--- src/sv/pfla_pkg.sv ---
// ----------------------------------------------------------------------------
// Page free-list allocator package
// Widths, request and status codes and the sequencer state type shared by
// the allocator modules.
// ----------------------------------------------------------------------------
package pfla_pkg;

    // Page addresses and region bounds
    localparam int ADDR_BITS     = 34;
    localparam int STOP_BITS     = 35;
    localparam int PAGE_SHIFT    = 12;
    localparam int PAGE_BYTES    = 1 << PAGE_SHIFT;
    // Page numbers cover the whole stop range
    localparam int PN_W          = STOP_BITS - PAGE_SHIFT;
    localparam int PAGES_DEFAULT = 32768;

    // Stream widths
    localparam int TDATA_W       = 40;
    localparam int TUSER_W       = 2;
    localparam int CFG_INDEX_W   = 1;

    typedef enum logic [1:0] {
        REQ_ALLOC = 2'd0,
        REQ_FREE  = 2'd1,
        REQ_INIT  = 2'd2,
        REQ_NONE  = 2'd3
    } req_type_t;

    typedef enum logic [1:0] {
        STAT_OK       = 2'd0,
        STAT_EMPTY    = 2'd1,
        STAT_BAD_FREE = 2'd2
    } status_t;

    typedef enum logic [CFG_INDEX_W-1:0] {
        CFG_REGION_START = 1'b0,
        CFG_REGION_STOP  = 1'b1
    } cfg_index_t;

    typedef enum logic [2:0] {
        S_IDLE = 3'b001,
        S_EXEC = 3'b010,
        S_INIT = 3'b100
    } state_t;

endpackage

--- src/sv/pfla_engine.sv ---
// ----------------------------------------------------------------------------
// Allocator sequencer
// Executes one request at a time against the link memory: pops the head on
// an alloc, checks and pushes a page on a free, and walks the region on init.
// ----------------------------------------------------------------------------
module pfla_engine #(
    parameter int PAGES = pfla_pkg::PAGES_DEFAULT
) (
    input  logic                                 aclk,
    input  logic                                 aresetn,
    // request side
    input  logic                                 req_valid,
    output logic                                 req_ready,
    input  pfla_pkg::req_type_t                  req_type,
    input  logic [pfla_pkg::ADDR_BITS-1:0]       page_address,
    // result side
    output logic                                 res_valid,
    input  logic                                 res_ready,
    output logic [pfla_pkg::ADDR_BITS-1:0]       granted_address,
    output pfla_pkg::status_t                    status,
    // region
    input  logic [pfla_pkg::ADDR_BITS-1:0]       region_start,
    input  logic [pfla_pkg::STOP_BITS-1:0]       region_stop,
    input  logic [pfla_pkg::PN_W-1:0]            base_pages,
    // link memory
    output logic                                 mem_we,
    output logic [$clog2(PAGES)-1:0]             mem_waddr,
    output logic [$clog2(PAGES):0]               mem_wdata,
    output logic [$clog2(PAGES)-1:0]             mem_raddr,
    input  logic [$clog2(PAGES):0]               mem_rdata
);

    localparam int IDX_W = $clog2(PAGES);
    localparam int CNT_W = $clog2(PAGES + 1);
    localparam int PN_W  = pfla_pkg::PN_W;
    localparam int SHIFT = pfla_pkg::PAGE_SHIFT;
    localparam int AB    = pfla_pkg::ADDR_BITS;
    localparam int SB    = pfla_pkg::STOP_BITS;

    pfla_pkg::state_t    state_reg, state_next;
    pfla_pkg::req_type_t req_reg, req_next;
    logic [AB-1:0]       addr_reg, addr_next;
    logic [IDX_W-1:0]    head_reg, head_next;
    logic                head_valid_reg, head_valid_next;
    logic [CNT_W-1:0]    cursor_reg, cursor_next;
    logic [CNT_W-1:0]    count_reg, count_next;
    logic                res_valid_reg, res_valid_next;
    logic [AB-1:0]       res_addr_reg, res_addr_next;
    pfla_pkg::status_t   res_status_reg, res_status_next;

    logic                out_free;
    logic [PN_W-1:0]     addr_pages;
    logic [PN_W-1:0]     free_diff;
    logic                free_ok;
    logic [PN_W-1:0]     stop_pages;
    logic [PN_W-1:0]     init_diff;
    logic [CNT_W-1:0]    init_count;
    logic [IDX_W-1:0]    rd_idx;
    logic                rd_end;
    logic [PN_W:0]       granted_pages;
    logic [PN_W+SHIFT:0] granted_full;

    assign out_free = !res_valid_reg || res_ready;

    // A page that is aligned and not below region_start cannot sit below the
    // rounded-up base, so the difference never wraps when it is used.
    assign addr_pages = {1'b0, addr_reg[AB-1:SHIFT]};
    assign free_diff  = addr_pages - base_pages;
    assign free_ok    = (addr_reg[SHIFT-1:0] == '0)
                        && (addr_reg >= region_start)
                        && ({1'b0, addr_reg} < region_stop)
                        && (free_diff < PN_W'(PAGES));

    assign stop_pages = region_stop[SB-1:SHIFT];
    assign init_diff  = stop_pages - base_pages;
    always_comb begin
        if (stop_pages <= base_pages) begin
            init_count = '0;
        end else if (init_diff > PN_W'(PAGES)) begin
            init_count = CNT_W'(PAGES);
        end else begin
            init_count = init_diff[CNT_W-1:0];
        end
    end

    assign rd_idx        = mem_rdata[IDX_W-1:0];
    assign rd_end        = mem_rdata[IDX_W];
    assign granted_pages = {1'b0, base_pages} + (PN_W + 1)'(head_reg);
    assign granted_full  = {granted_pages, {SHIFT{1'b0}}};

    // The head link is read every cycle; it is stable from acceptance onwards.
    assign mem_raddr = head_reg;
    assign mem_wdata = {!head_valid_reg, head_reg};

    always_comb begin
        state_next      = state_reg;
        req_next        = req_reg;
        addr_next       = addr_reg;
        head_next       = head_reg;
        head_valid_next = head_valid_reg;
        cursor_next     = cursor_reg;
        count_next      = count_reg;
        res_valid_next  = res_valid_reg && !res_ready;
        res_addr_next   = res_addr_reg;
        res_status_next = res_status_reg;
        mem_we          = 1'b0;
        mem_waddr       = head_reg;

        case (state_reg)
            pfla_pkg::S_IDLE: begin
                if (req_valid) begin
                    req_next   = req_type;
                    addr_next  = page_address;
                    state_next = pfla_pkg::S_EXEC;
                end
            end
            pfla_pkg::S_EXEC: begin
                if (req_reg == pfla_pkg::REQ_INIT) begin
                    count_next  = init_count;
                    cursor_next = '0;
                    state_next  = pfla_pkg::S_INIT;
                end else if (out_free) begin
                    res_valid_next  = 1'b1;
                    res_addr_next   = '0;
                    res_status_next = pfla_pkg::STAT_OK;
                    state_next      = pfla_pkg::S_IDLE;
                    case (req_reg)
                        pfla_pkg::REQ_ALLOC: begin
                            if (head_valid_reg) begin
                                res_addr_next   = granted_full[AB-1:0];
                                head_next       = rd_idx;
                                head_valid_next = !rd_end;
                            end else begin
                                res_status_next = pfla_pkg::STAT_EMPTY;
                            end
                        end
                        pfla_pkg::REQ_FREE: begin
                            if (free_ok) begin
                                mem_we          = 1'b1;
                                mem_waddr       = free_diff[IDX_W-1:0];
                                head_next       = free_diff[IDX_W-1:0];
                                head_valid_next = 1'b1;
                            end else begin
                                res_status_next = pfla_pkg::STAT_BAD_FREE;
                            end
                        end
                        default: begin
                        end
                    endcase
                end
            end
            pfla_pkg::S_INIT: begin
                if (cursor_reg == count_reg) begin
                    if (out_free) begin
                        res_valid_next  = 1'b1;
                        res_addr_next   = '0;
                        res_status_next = pfla_pkg::STAT_OK;
                        state_next      = pfla_pkg::S_IDLE;
                    end
                end else begin
                    mem_we          = 1'b1;
                    mem_waddr       = cursor_reg[IDX_W-1:0];
                    head_next       = cursor_reg[IDX_W-1:0];
                    head_valid_next = 1'b1;
                    cursor_next     = cursor_reg + 1'b1;
                end
            end
            default: begin
                state_next = pfla_pkg::S_IDLE;
            end
        endcase
    end

    always_ff @(posedge aclk) begin
        if (!aresetn) begin
            state_reg      <= pfla_pkg::S_IDLE;
            head_reg       <= '0;
            head_valid_reg <= 1'b0;
            cursor_reg     <= '0;
            count_reg      <= '0;
            res_valid_reg  <= 1'b0;
        end else begin
            state_reg      <= state_next;
            head_reg       <= head_next;
            head_valid_reg <= head_valid_next;
            cursor_reg     <= cursor_next;
            count_reg      <= count_next;
            res_valid_reg  <= res_valid_next;
        end
        req_reg        <= req_next;
        addr_reg       <= addr_next;
        res_addr_reg   <= res_addr_next;
        res_status_reg <= res_status_next;
    end

    assign req_ready       = (state_reg == pfla_pkg::S_IDLE);
    assign res_valid       = res_valid_reg;
    assign granted_address = res_addr_reg;
    assign status          = res_status_reg;

    // The list can only become empty by popping its last page.
    a_empty_by_alloc: assert property (@(posedge aclk) disable iff (!aresetn)
        $fell(head_valid_reg) |-> $past(state_reg == pfla_pkg::S_EXEC
                                        && req_reg == pfla_pkg::REQ_ALLOC))
        else $error("free list emptied outside an alloc");

    // Links are written only while a free or an init is being carried out.
    a_write_in_exec: assert property (@(posedge aclk) disable iff (!aresetn)
        mem_we |-> (state_reg == pfla_pkg::S_EXEC || state_reg == pfla_pkg::S_INIT))
        else $error("link written outside request execution");

    // The init walk never passes its page count.
    a_cursor_bound: assert property (@(posedge aclk) disable iff (!aresetn)
        (state_reg == pfla_pkg::S_INIT) |-> (cursor_reg <= count_reg))
        else $error("init cursor beyond page count");

    // Only a successful alloc returns a non-zero address.
    a_addr_only_ok: assert property (@(posedge aclk) disable iff (!aresetn)
        (res_valid_reg && res_status_reg != pfla_pkg::STAT_OK) |-> (res_addr_reg == '0))
        else $error("address returned with an error status");

    // Results appear only when the sequencer leaves a request.
    a_result_source: assert property (@(posedge aclk) disable iff (!aresetn)
        $rose(res_valid_reg) |-> $past(state_reg == pfla_pkg::S_EXEC
                                       || state_reg == pfla_pkg::S_INIT))
        else $error("result raised outside request execution");

endmodule

--- config.mk ---
export PLATFORM = sky130hd
export DESIGN_NAME = pfla_engine
export DESIGN_NICKNAME = d
export VERILOG_FILES = /design/src/sv/pfla_pkg.sv /design/src/sv/pfla_engine.sv
export SDC_FILE = /design/constraint.sdc
export NUM_CORES = 1
export LEC_CHECK = 0
export ABC_CLOCK_PERIOD_IN_PS = 4550
export BUFFER_PORTS_ARGS = -buffer_cell sky130_fd_sc_hd__buf_2
export CORE_UTILIZATION = 50
export CTS_BUF_LIST = sky130_fd_sc_hd__clkbuf_16
export CTS_CLUSTER_DIAMETER = 80
export DETAILED_ROUTE_END_ITERATION = 6
export PLACE_DENSITY = 0.85
export SYNTH_ARGS = -nofsm -noshare
export SYNTH_HDL_FRONTEND = slang
export SYNTH_SLANG_ARGS = --single-unit
--- constraint.sdc ---
create_clock -name aclk -period 4.55 [get_ports aclk]
set_input_delay 0.2275 -clock aclk [delete_from_list [all_inputs] [get_ports aclk]]
set_output_delay 0.2275 -clock aclk [all_outputs]
set_load 0.02 [all_outputs]
==> results of run 1 <==
## cell usage in the layout (no fill, tap or decap), types with 18 or more instances in the layout
cell type,instances
ha_1,127
nor2_1,100
edfxtp_1,60
a21o_1,46
a21oi_1,90
xor2_1,43
nor3_1,25
inv_1,114
nand3_1,22
dfxtp_1,52
nand2_1,73
a22o_1,18
xnor2_1,23
nand4_1,24
buf_4,18
buf_2,219
o21ai_0,54
## kinds of logic (layout without fill, tap and decap cells)
logic type	count (synthesis)	count (layout)	share of synthesized area
simple gates	342	342	0.1707
mux	15	15	0.01529
buf+inv	182	371	0.07894
fa+ha+maj	131	131	0.1651
other cells	1	13	0.0003726
xor+xnor	66	66	0.05743
compound gates	342	342	0.2297
flops	112	112	0.2824
## metal layers
metal | track usage | part of all wire
met1 | 0.3854 | 0.44
met2 | 0.4752 | 0.45
met3 | 0.03965 | 0.079
met4 | 0.1103 | 0.031
met5 | 0 | 0
## report_power, final
group / total [mW] / switching (mW) / internal, mW
combinational: 0.817 / 0.492 / 0.324
sequential: 1.12 / 0.0280 / 1.09
clock: 0.885 / 0.455 / 0.430
## worst max-delay path, stage by stage (launching register included)
cell,delay (ns)
edfxtp_1,0.41
inv_2,0.08
ha_4,0.13
inv_2,0.04
fa_2,0.42
a211oi_4,0.31
o21ai_2,0.10
a22o_4,0.30
a2111oi_4,0.37
or3_4,0.20
o311ai_4,0.10
nor4_4,0.38
buf_6,0.20
mux2i_4,0.23
a31oi_1,0.10
a211o_1,0.32
buf_6,0.13
## stage by stage
stage	power [mW]	TNS, ns	util	std cells
2_1_floorplan	1.674	0	-	1202
5_1_grt	2.939	-0.04000	0.6013	1657
4_1_cts	2.788	0	0.5922	1646
3_3_place_gp	1.907	0	0.5748	1630
6_report	2.823	0	0.6013	1657
3_5_place_dp	1.922	0	0.5748	1630
## final timing paths
| check | from | to | slack [ns] |
|---|---|---|---|
| setup / recovery | addr_reg[12] | mem_waddr[2] | 0.11 |
| hold / removal | req_type[0] | req_reg[0] | 0.02 |
| setup reg to reg | addr_reg[12] | mem_raddr[11] | 0.67 |
| hold reg to reg | count_reg[15] | count_reg[15] | 0.49 |
## area by class of cell
type | count | area share
timing repair buffer | 239 | 0.1064
multi-input combinational | 908 | 0.5586
clock buffer | 10 | 0.02124
tap | 265 | 0.02815
inverter | 116 | 0.03697
clock inverter | 6 | 0.007011
antenna | 1 | 0.0002124
sequential | 112 | 0.2413
## repair_timing
action,4_1_cts,5_1_grt
endpoints found under the hold margin,0,0
endpoints found under the setup margin,15,15
gates cloned,0,0
pin swaps,1,9
setup buffers,0,10
resized for setup,2,20
==> results.md, run 1 <==
* Worst vdd ir at 0.2012 mV
* Worst reg2reg path depth at 16
* PwrDens at 239.7 mW/mm^2
* Maximum number of pins on one net before global-route repair at 39
* Starting density of the core at 0.5138
* Number of global-route vias before repair at 9,030
* HP Class: input port to flop
* Die height at 143.9 um
* Slew headroom at 0.3877
* Min Hold Slack at 0.02481 ns
* First-pass GRT wire length at 45.81 mm
* H-tree depth at 3
* Footprint of the multi-input gates at 0.006580 sq mm
* NumNets Final at 1,665
* Worst Max-Slew Pin Slew at 0.9185 ns
* Dpl cell area at 0.01126 sq mm
* Post-route ant nets at 0
* Crit path capture type: output pin
* Clock transition at path regs at 0.09 ns
* Number of enable flip-flop cells after synthesis at 60
* Final worst slack at 0.1061 ns
* Detailed Routing Iterations Pass 1 at 5
* Post-synthesis sequential area ratio at 0.2824
* Layout cells sized above 1 at 0.2085
* LEAKAGE at 5.756 nW
* Crit path DAT at 4.22 ns
* Hold path depth at 1
* Fin crit share at 0.9767
* Crit Path Max Fanout at 7
* Gate Count Post-Synth at 1,191
* GRT Residual Overflow at 0
* Minimum clock period at 4.444 ns
* Pre-CTS WS at 0.2134 ns
* Iteration-0 DRC Markers at 739
* Final wirelength at 29.96 mm
* Worst clock skew at 0.009489 ns
* Total track usage at 0.2899
* Async SR Flop Fraction at 0
* Fin. max-slew vios at 0
* Flops & latches, synth at 112
* CP Data Required Time at 4.32 ns
* Main synth FF type: edfxtp_1
* Die area at 0.02070 sq mm
* Leading post-synthesis cells by cell area: edfxtp_1 18%, ha_1 16%, dfxtp_1 10%
* Avg Inst Size Synth at 8.451 sq um
* Clk buf depth at 2
* Final Cell Area at 0.01178 sq mm
* Area grow syn2layout at 17.03%
* Wirelength per Cell at 18.08 um
* Final RePlAce weighted congestion at 0.9868
* Synth area leader: edfxtp_1
* Total clock buffers created by CTS at 9
* Initial antenna violation count at 1
* Input/output buffers at 220
* Top post-synthesis cells by count: 128 x ha_1, 116 x inv_1, 101 x nor2_1
* Sequential cell area at 0.002843 sq mm
* Yosys top cell area share at 0.1790
* Yosys cell types at 71
* DRC violations left at 0
* Synth warnings at 0
* Most common cell in the netlist: ha_1
* Total core area at 0.01959 sq mm
* # hold bufs at CTS at 0
* Largest register FFs at 34
* Max_cap viols at 0
* Startpoint type of the worst setup path: flop
* Vias per inst at 5.874
* Fmax achieved at 225.0 MHz
* Worst skew pair latency at 0.37 ns
* Root Buffer: clkbuf_16
* Final-report hold violation count at 0
* Syn Std Cell Area at 0.01006 sq mm
* Status: finished clean
* HPWL after detailed placement at 24.37 mm
* Top-Level Pins at 233
* Chip Width at 143.9 um
* Clock Sink Count at 112
* Number of fill cells at 1,747
* Total number of vias at 9,733
* Endpoints failing setup at 0
* CTS tree: built
* Worst setup path class: flop to output pin
* Num rows at 51
No activity file was read; power rests on OpenSTA's default activity.
==> run 2, diff against run 1 <==
CELL_PAD_IN_SITES_DETAIL_PLACEMENT = 1   (was not set)
CELL_PAD_IN_SITES_GLOBAL_PLACEMENT = 2   (was not set)
CORE_UTILIZATION = 33   (was 50)
PLACE_DENSITY = 0.93   (was 0.85)
==> run 2 against run 1 <==
Against the previous run:
- combinational power grew 2.9%
- clock skew up 0.0070 ns
- setup slack worse by 0.0044 ns
- maximum frequency barely moved
- cell count increased by 7.8%
- largest cell class unchanged
- register-to-register slack got worse by 0.12 ns
- critical path type unchanged
- non-clock buffer count increased by 6
- design area rose by 1.6%
- worst hold slack lost 0.0097 ns
- global-route usage decreased by 6.5 points
- via count increased by 0.12%
- count of clock-buffer cells in the layout fell by 1
- highest routed layer is now met5
==> results.md, run 2 (synthesis results as in run 1) <==
* Detailed Routing Iterations Pass 1 at 5 (unchanged)
* Worst R2R Setup Slack at 0.55 ns (was 0.67 ns)
* Worst Max-Slew Pin Slew at 1.000 ns (was 0.9185 ns)
* DRC violations left at 0 (unchanged)
* Minimum clock period at 4.448 ns (was 4.444 ns)
* Post-route ant nets at 0 (unchanged)
* CP Data Required Time at 4.32 ns (about the same)
* Hold path depth at 1 (unchanged)
* Total core area at 0.02980 sq mm (was 0.01959 sq mm)
* HP Class: input port to flop (unchanged)
* Worst reg2reg path depth at 20 (was 16)
* Total clock buffers created by CTS at 9 (unchanged)
* Fmax achieved at 224.8 MHz (was 225.0 MHz)
* Crit path DAT at 4.22 ns (about the same)
* Worst vdd ir at 0.1854 mV (was 0.2012 mV)
* Area grow syn2layout at 18.88% (was 17.03%)
* Fin. max-slew vios at 0 (unchanged)
* Worst R2R End: mem_raddr[1] (was mem_raddr[11])
* Int Power at 1.824 mW (was 1.848 mW)
* Launching point of the worst reg2reg path: addr_reg[12] (unchanged)
* Worst setup path class: flop to output pin (unchanged)
* LEAKAGE at 5.783 nW (was 5.756 nW)
* Endpoints failing setup at 0 (unchanged)
* CTS tree: built (unchanged)
* Num rows at 63 (was 51)
* H-tree depth at 3 (unchanged)
* Final wirelength at 35.22 mm (was 29.96 mm)
* Final RePlAce weighted congestion at 0.9142 (was 0.9868)
* Clk buf depth at 2 (unchanged)
* Final cell count without fillers at 1,787 (was 1,657)
* Slew headroom at 0.3333 (was 0.3877)
* RSZ-0062 raised after global routing: true
* Layout cells sized above 1 at 0.2105 (was 0.2085)
* Most common cell after layout, fill and taps aside: buf_2 (unchanged)
* Slowest stage delay, CP at 0.43 ns (was 0.42 ns)
* Total track usage at 0.2247 (was 0.2899)
* Total number of vias at 9,745 (was 9,733)
* Initial antenna violation count at 1 (unchanged)
* Clock transition at path regs at 0.10 ns (was 0.09 ns)
* Net Sw Frac at 0.3601 (was 0.3454)
* Tot Pwr at 2.850 mW (was 2.823 mW)
* Antenna diodes at 0 (was 1)
* Top-Level Pins at 233 (unchanged)
* Crit path capture type: output pin (unchanged)
* Dpl cell area at 0.01144 sq mm (was 0.01126 sq mm)
* Crit Path Max Fanout at 6 (was 7)
* Max_cap viols at 0 (unchanged)
* Comb pwr share at 0.295 (was 0.289)
* Die area at 0.03120 sq mm (was 0.02070 sq mm)
* Final Cell Area at 0.01197 sq mm (was 0.01178 sq mm)
* HPWL after detailed placement at 29.12 mm (was 24.37 mm)
* Buf/Inv on CP at 6 (was 4)
* Kind of cell adding the most delay to the critical path: compound AO/OA/AOI/OAI gates (unchanged)
* PwrDens at 238.2 mW/mm^2 (was 239.7 mW/mm^2)
* Status: finished clean (unchanged)
* Final-report hold violation count at 0 (unchanged)
* GRT Residual Overflow at 0 (unchanged)
* Die height at 176.6 um (was 143.9 um)
* Crit-path cells: inv_1 > ha_2 > inv_2 > fa_2 > a211oi_2 > buf_4 > o21ai_4 > a22o_4 > a2111oi_4 > or3_4 > o311ai_4 > nor4_4 > buf_6 > buf_12 > mux2i_2 > a31oi_1 > a211o_1 > buf_6 (was inv_2 > ha_4 > inv_2 > fa_2 > a211oi_4 > o21ai_2 > a22o_4 > a2111oi_4 > or3_4 > o311ai_4 > nor4_4 > buf_6 > mux2i_4 > a31oi_1 > a211o_1 > buf_6)
* Largest register FFs at 34 (unchanged)
* Number of global-route vias before repair at 10.09k (was 9,030)
* # hold bufs at CTS at 0 (unchanged)
* Chip Width at 176.6 um (was 143.9 um)
* Min Hold Slack at 0.01510 ns (was 0.02481 ns)
* Setup tns final at 0 ns (unchanged)
* Worst skew pair latency at 0.38 ns (was 0.37 ns)
* Wirelength per Cell at 19.71 um (was 18.08 um)
* Fin crit share at 0.9776 (was 0.9767)
* Placed insts at 1,757 (was 1,630)
* Clock Sink Count at 112 (unchanged)
* Most used cell, CP: buf_6
* NumNets Final at 1,671 (was 1,665)
* Min-Delay Endpoint: addr_reg[11] (was req_reg[0])
* Maximum number of pins on one net before global-route repair at 39 (unchanged)
* Root Buffer: clkbuf_16 (unchanged)
* Iteration-0 DRC Markers at 582 (was 739)
* Critical path origin: addr_reg[12] (unchanged)
* Hold path start: page_address[11] (was req_type[0])
* Startpoint type of the worst setup path: flop (unchanged)
* Input/output buffers at 220 (unchanged)
* Vias per inst at 5.453 (was 5.874)
* Starting density of the core at 0.3378 (was 0.5138)
* Clk pwr share at 0.311 (was 0.313)
* Worst clock skew at 0.01652 ns (was 0.009489 ns)
* CP max stage cell: edfxtp_1 (was fa_2)
* Most frequent cells in the layout: 219 x buf_2, 127 x ha_1, 115 x inv_1, 100 x nor2_1, 91 x a21oi_1 (was 219 x buf_2, 127 x ha_1, 114 x inv_1, 100 x nor2_1, 90 x a21oi_1)
* First-pass GRT wire length at 54.24 mm (was 45.81 mm)
* Sequential Power Share at 0.394 (was 0.397)
* Switching power at 1.026 mW (was 974.9 uW)
## run 2: stage by stage
step / utilization / setup slack, ns
final: 0.4016 / 0.1017
after floorplan: - / 0.7061
after CTS: 0.3951 / 0.007486
after detailed placement: 0.3841 / 0.2562
after global placement: 0.3841 / 0.3323
after global routing: 0.4016 / -0.09703
## run 2: worst reg2reg max path: cells and delay by family, from the launching register on
kind / cells / cell delay [ns]
DFF: 1 / 0.43
buffers and inverters: 8 / 0.99
adders and majority gates: 2 / 0.57
muxes: 1 / 0.38
and+or+nand+nor: 2 / 0.23
AOI/OAI and AO/OA: 7 / 1.29
## run 2: area by class of cell
cell class,instances,area (sq um)
Tap cell,390,488.0
Inverter,116,435.4
Clock buffer,9,225.2
Sequential cell,112,2843
Multi-Input combinational cell,908,6558
Timing Repair Buffer,245,1325
Clock inverter,7,91.34
Fill cell,3657,17830
## run 2: how the worst max path moves through the flow
stage | endpoint | depth (start not counted)
global route | mem_waddr[2] | 18
finish | mem_waddr[2] | 18
floorplan | mem_waddr[14] | 15
global placement | mem_waddr[2] | 17
CTS | mem_waddr[3] | 17
detailed placement | mem_waddr[2] | 17
## run 2: power groups by stage
stage / registers (mW) / clock network [mW] / logic (mW)
after global placement: 1.14 / 0 / 0.791
after floorplan: 1.14 / 0 / 0.536
final: 1.12 / 0.887 / 0.841
after detailed placement: 1.15 / 0 / 0.813
after CTS: 1.12 / 0.897 / 0.822
after global routing: 1.13 / 0.939 / 0.929
## run 2: what timing repair did
| item | 4_1_cts | 5_1_grt |
|---|---|---|
| pin swaps | 1 | 9 |
| hold endpoints to repair | 0 | 0 |
| setup buffers | 0 | 14 |
| gates cloned | 0 | 0 |
| setup endpoints to repair | 5 | 16 |
| resized for setup | 2 | 21 |
## run 2: per-layer routing
metal  vias up  wire length, um  track usage
li1       4709                -            -
met4         2              997      0.07579
met1      4702            15990       0.2944
met3        53             1671      0.02663
met2       279            16550       0.3802
met5         -               10            0
==> run 3, diff against run 2 <==
CORE_UTILIZATION = 30   (was 33)
PLACE_DENSITY = 0.86   (was 0.93)
==> run 3 against run 2 <==
Against the previous run:
- first-iteration DRC count fell by 25%
- sequential power barely moved
- design area rose by 1.2%
- worst hold slack improved by 0.0078 ns
- maximum frequency fell by 0.70%
- wire length fell by 0.56%
- via count fell by 0.97%
- critical path depth fell by 5
- flip-flop and latch count did not move
- clock power fell by 2.9%
- critical endpoint is now mem_waddr[3]
==> results.md, run 3 (synthesis results as in run 1) <==
* Worst vdd ir at 0.1883 mV (was 0.1854 mV)
* LEAKAGE at 5.806 nW (was 5.783 nW)
* Fin. max-slew vios at 0 (unchanged)
* Final-report hold violation count at 0 (unchanged)
* NumNets Final at 1,680 (was 1,671)
* Total track usage at 0.2058 (was 0.2247)
* Final Cell Area at 0.01210 sq mm (was 0.01197 sq mm)
* Worst clock skew at 0.01230 ns (was 0.01652 ns)
* Die area at 0.03429 sq mm (was 0.03120 sq mm)
* Dpl cell area at 0.01150 sq mm (was 0.01144 sq mm)
* Num rows at 66 (was 63)
* Total number of vias at 9,650 (was 9,745)
* Top-Level Pins at 233 (unchanged)
* Starting density of the core at 0.3070 (was 0.3378)
* Final worst slack at 0.07035 ns (was 0.1017 ns)
* Final cell count without fillers at 1,849 (was 1,787)
* Clock Sink Count at 112 (unchanged)
* Fin crit share at 0.9845 (was 0.9776)
* Fin util at 0.3692 (was 0.4016)
* Max_cap viols at 0 (unchanged)
* Clock transition at path regs at 0.08 ns (was 0.10 ns)
* Area grow syn2layout at 20.25% (was 18.88%)
* Total core area at 0.03278 sq mm (was 0.02980 sq mm)
* Vias per inst at 5.219 (was 5.453)
* Placed insts at 1,809 (was 1,757)
* Startpoint type of the worst setup path: flop (unchanged)
* Layout cells sized above 1 at 0.2048 (was 0.2105)
* Iteration-0 DRC Markers at 438 (was 582)
* Initial antenna violation count at 3 (was 1)
* HP Class: input port to flop (unchanged)
* Input/output buffers at 220 (unchanged)
* Detailed Routing Iterations Pass 1 at 4 (was 5)
* First-pass GRT wire length at 53.83 mm (was 54.24 mm)
* Most frequent cells in the layout: 219 x buf_2, 127 x ha_1, 115 x inv_1, 101 x nor2_1, 90 x a21oi_1 (was 219 x buf_2, 127 x ha_1, 115 x inv_1, 100 x nor2_1, 91 x a21oi_1)
* Worst skew pair latency at 0.38 ns (about the same)
* Final wirelength at 35.02 mm (was 35.22 mm)
* H-tree depth at 3 (unchanged)
* Worst R2R Setup Slack at 0.39 ns (was 0.55 ns)
* Fmax achieved at 223.2 MHz (was 224.8 MHz)
* Chip Width at 185.2 um (was 176.6 um)
* Largest register FFs at 34 (unchanged)
* GRT Residual Overflow at 0 (unchanged)
* Post-route ant nets at 0 (unchanged)
* Die height at 185.2 um (was 176.6 um)
* Most common cell after layout, fill and taps aside: buf_2 (unchanged)
* Worst setup path class: flop to output pin (unchanged)
* Pre-CTS WS at 0.2207 ns (was 0.2562 ns)
* Clk buf depth at 2 (unchanged)
* Total clock buffers created by CTS at 9 (unchanged)
* Status: finished clean (unchanged)
* Endpoints failing setup at 0 (unchanged)
* HPWL after detailed placement at 29.38 mm (was 29.12 mm)
* Worst Max-Slew Pin Slew at 1.006 ns (was 1.000 ns)
* Crit path capture type: output pin (unchanged)
* Maximum number of pins on one net before global-route repair at 39 (unchanged)
* PwrDens at 233.5 mW/mm^2 (was 238.2 mW/mm^2)
* Minimum clock period at 4.480 ns (was 4.448 ns)
* Number of global-route vias before repair at 9,753 (was 10.09k)
* Root Buffer: clkbuf_16 (unchanged)
* Slew headroom at 0.3291 (was 0.3333)
* CP Data Required Time at 4.32 ns (about the same)
* Wirelength per Cell at 18.94 um (was 19.71 um)
* CTS tree: built (unchanged)
* Crit Path Max Fanout at 4 (was 6)
* Crit path DAT at 4.25 ns (was 4.22 ns)
* DRC violations left at 0 (unchanged)
* Final RePlAce weighted congestion at 0.8931 (was 0.9142)
-- run 3: changes by cell type in the layout (fill, tap and decap cells not counted), sizes merged --
| cell | change |
|---|---|
| clkbuf | -1 |
| diode | +1 |
| dlygate4sd3 | +14 |
| buf | -4 |
| inv | -1 |
| bufinv | +1 |
-- run 3: critical path: stages, from the launching register on --
cell	delay [ns]
edfxtp_1	0.43
ha_1	0.32
a2111oi_1	0.57
o221ai_1	0.22
a21oi_1	0.21
o31ai_1	0.14
a311oi_1	0.30
o2111ai_1	0.24
nor4_4	0.45
and2_1	0.20
nor2_1	0.05
buf_4	0.20
a221o_1	0.38
buf_6	0.14
-- run 3: where the power goes --
part	switching, mW	leakage [nW]	internal (mW)	total [mW]
Sequential	0.0283	0.988	1.09	1.12
Clock	0.426	0.152	0.435	0.861
Combinational	0.507	4.67	0.336	0.843
Total	0.962	5.81	1.86	2.83
-- run 3: path summary, 6_finish.rpt --
| check | from | to | depth (start not counted) |
|---|---|---|---|
| worst max-delay path | addr_reg[9] | mem_waddr[3] | 13 |
| worst min-delay path | page_address[14] | addr_reg[14] | 1 |
| worst max register to register | addr_reg[9] | mem_raddr[6] | 14 |
| worst min register to register | count_reg[15] | count_reg[15] | 2 |
-- run 3: what timing repair did --
item | in CTS | in global routing
hold buffers | 14 | 0
buffers inserted | 0 | 9
pin swaps | 1 | 4
resized for setup | 3 | 16
endpoints found under the hold margin | 14 | 0
setup endpoints to repair | 14 | 15
-- run 3: per-layer routing --
layer | vias up | part of all wire | GRT usage | wire length (um)
li1 | 4730 | - | - | -
met1 | 4630 | 0.47 | 0.2708 | 16350
met2 | 261 | 0.47 | 0.3510 | 16600
met3 | 25 | 0.048 | 0.03598 | 1680
met4 | 4 | 0.010 | 0.04066 | 350
met5 | - | 0.0010 | 0 | 36
-- run 3: per-stage QoR --
step                hold WS, ns  TNS [ns]  power (mW)
floorplan                0.3264         0       1.674
global placement         0.4050         0       1.939
detailed placement       0.4060         0       1.955
CTS                    0.001189  -0.02102       2.837
global route           0.001769    -1.286       2.984
finish                  0.02292         0       2.826
-- run 3: final cells by class --
type | count | area, sq um
multi-input combinational | 908 | 6563
fill | 3968 | 20680
clock inverter | 7 | 80.08
inverter | 116 | 435.4
antenna | 1 | 2.502
clock buffer | 9 | 225.2
timing repair buffer | 254 | 1401
sequential | 112 | 2843
tap | 442 | 553.0
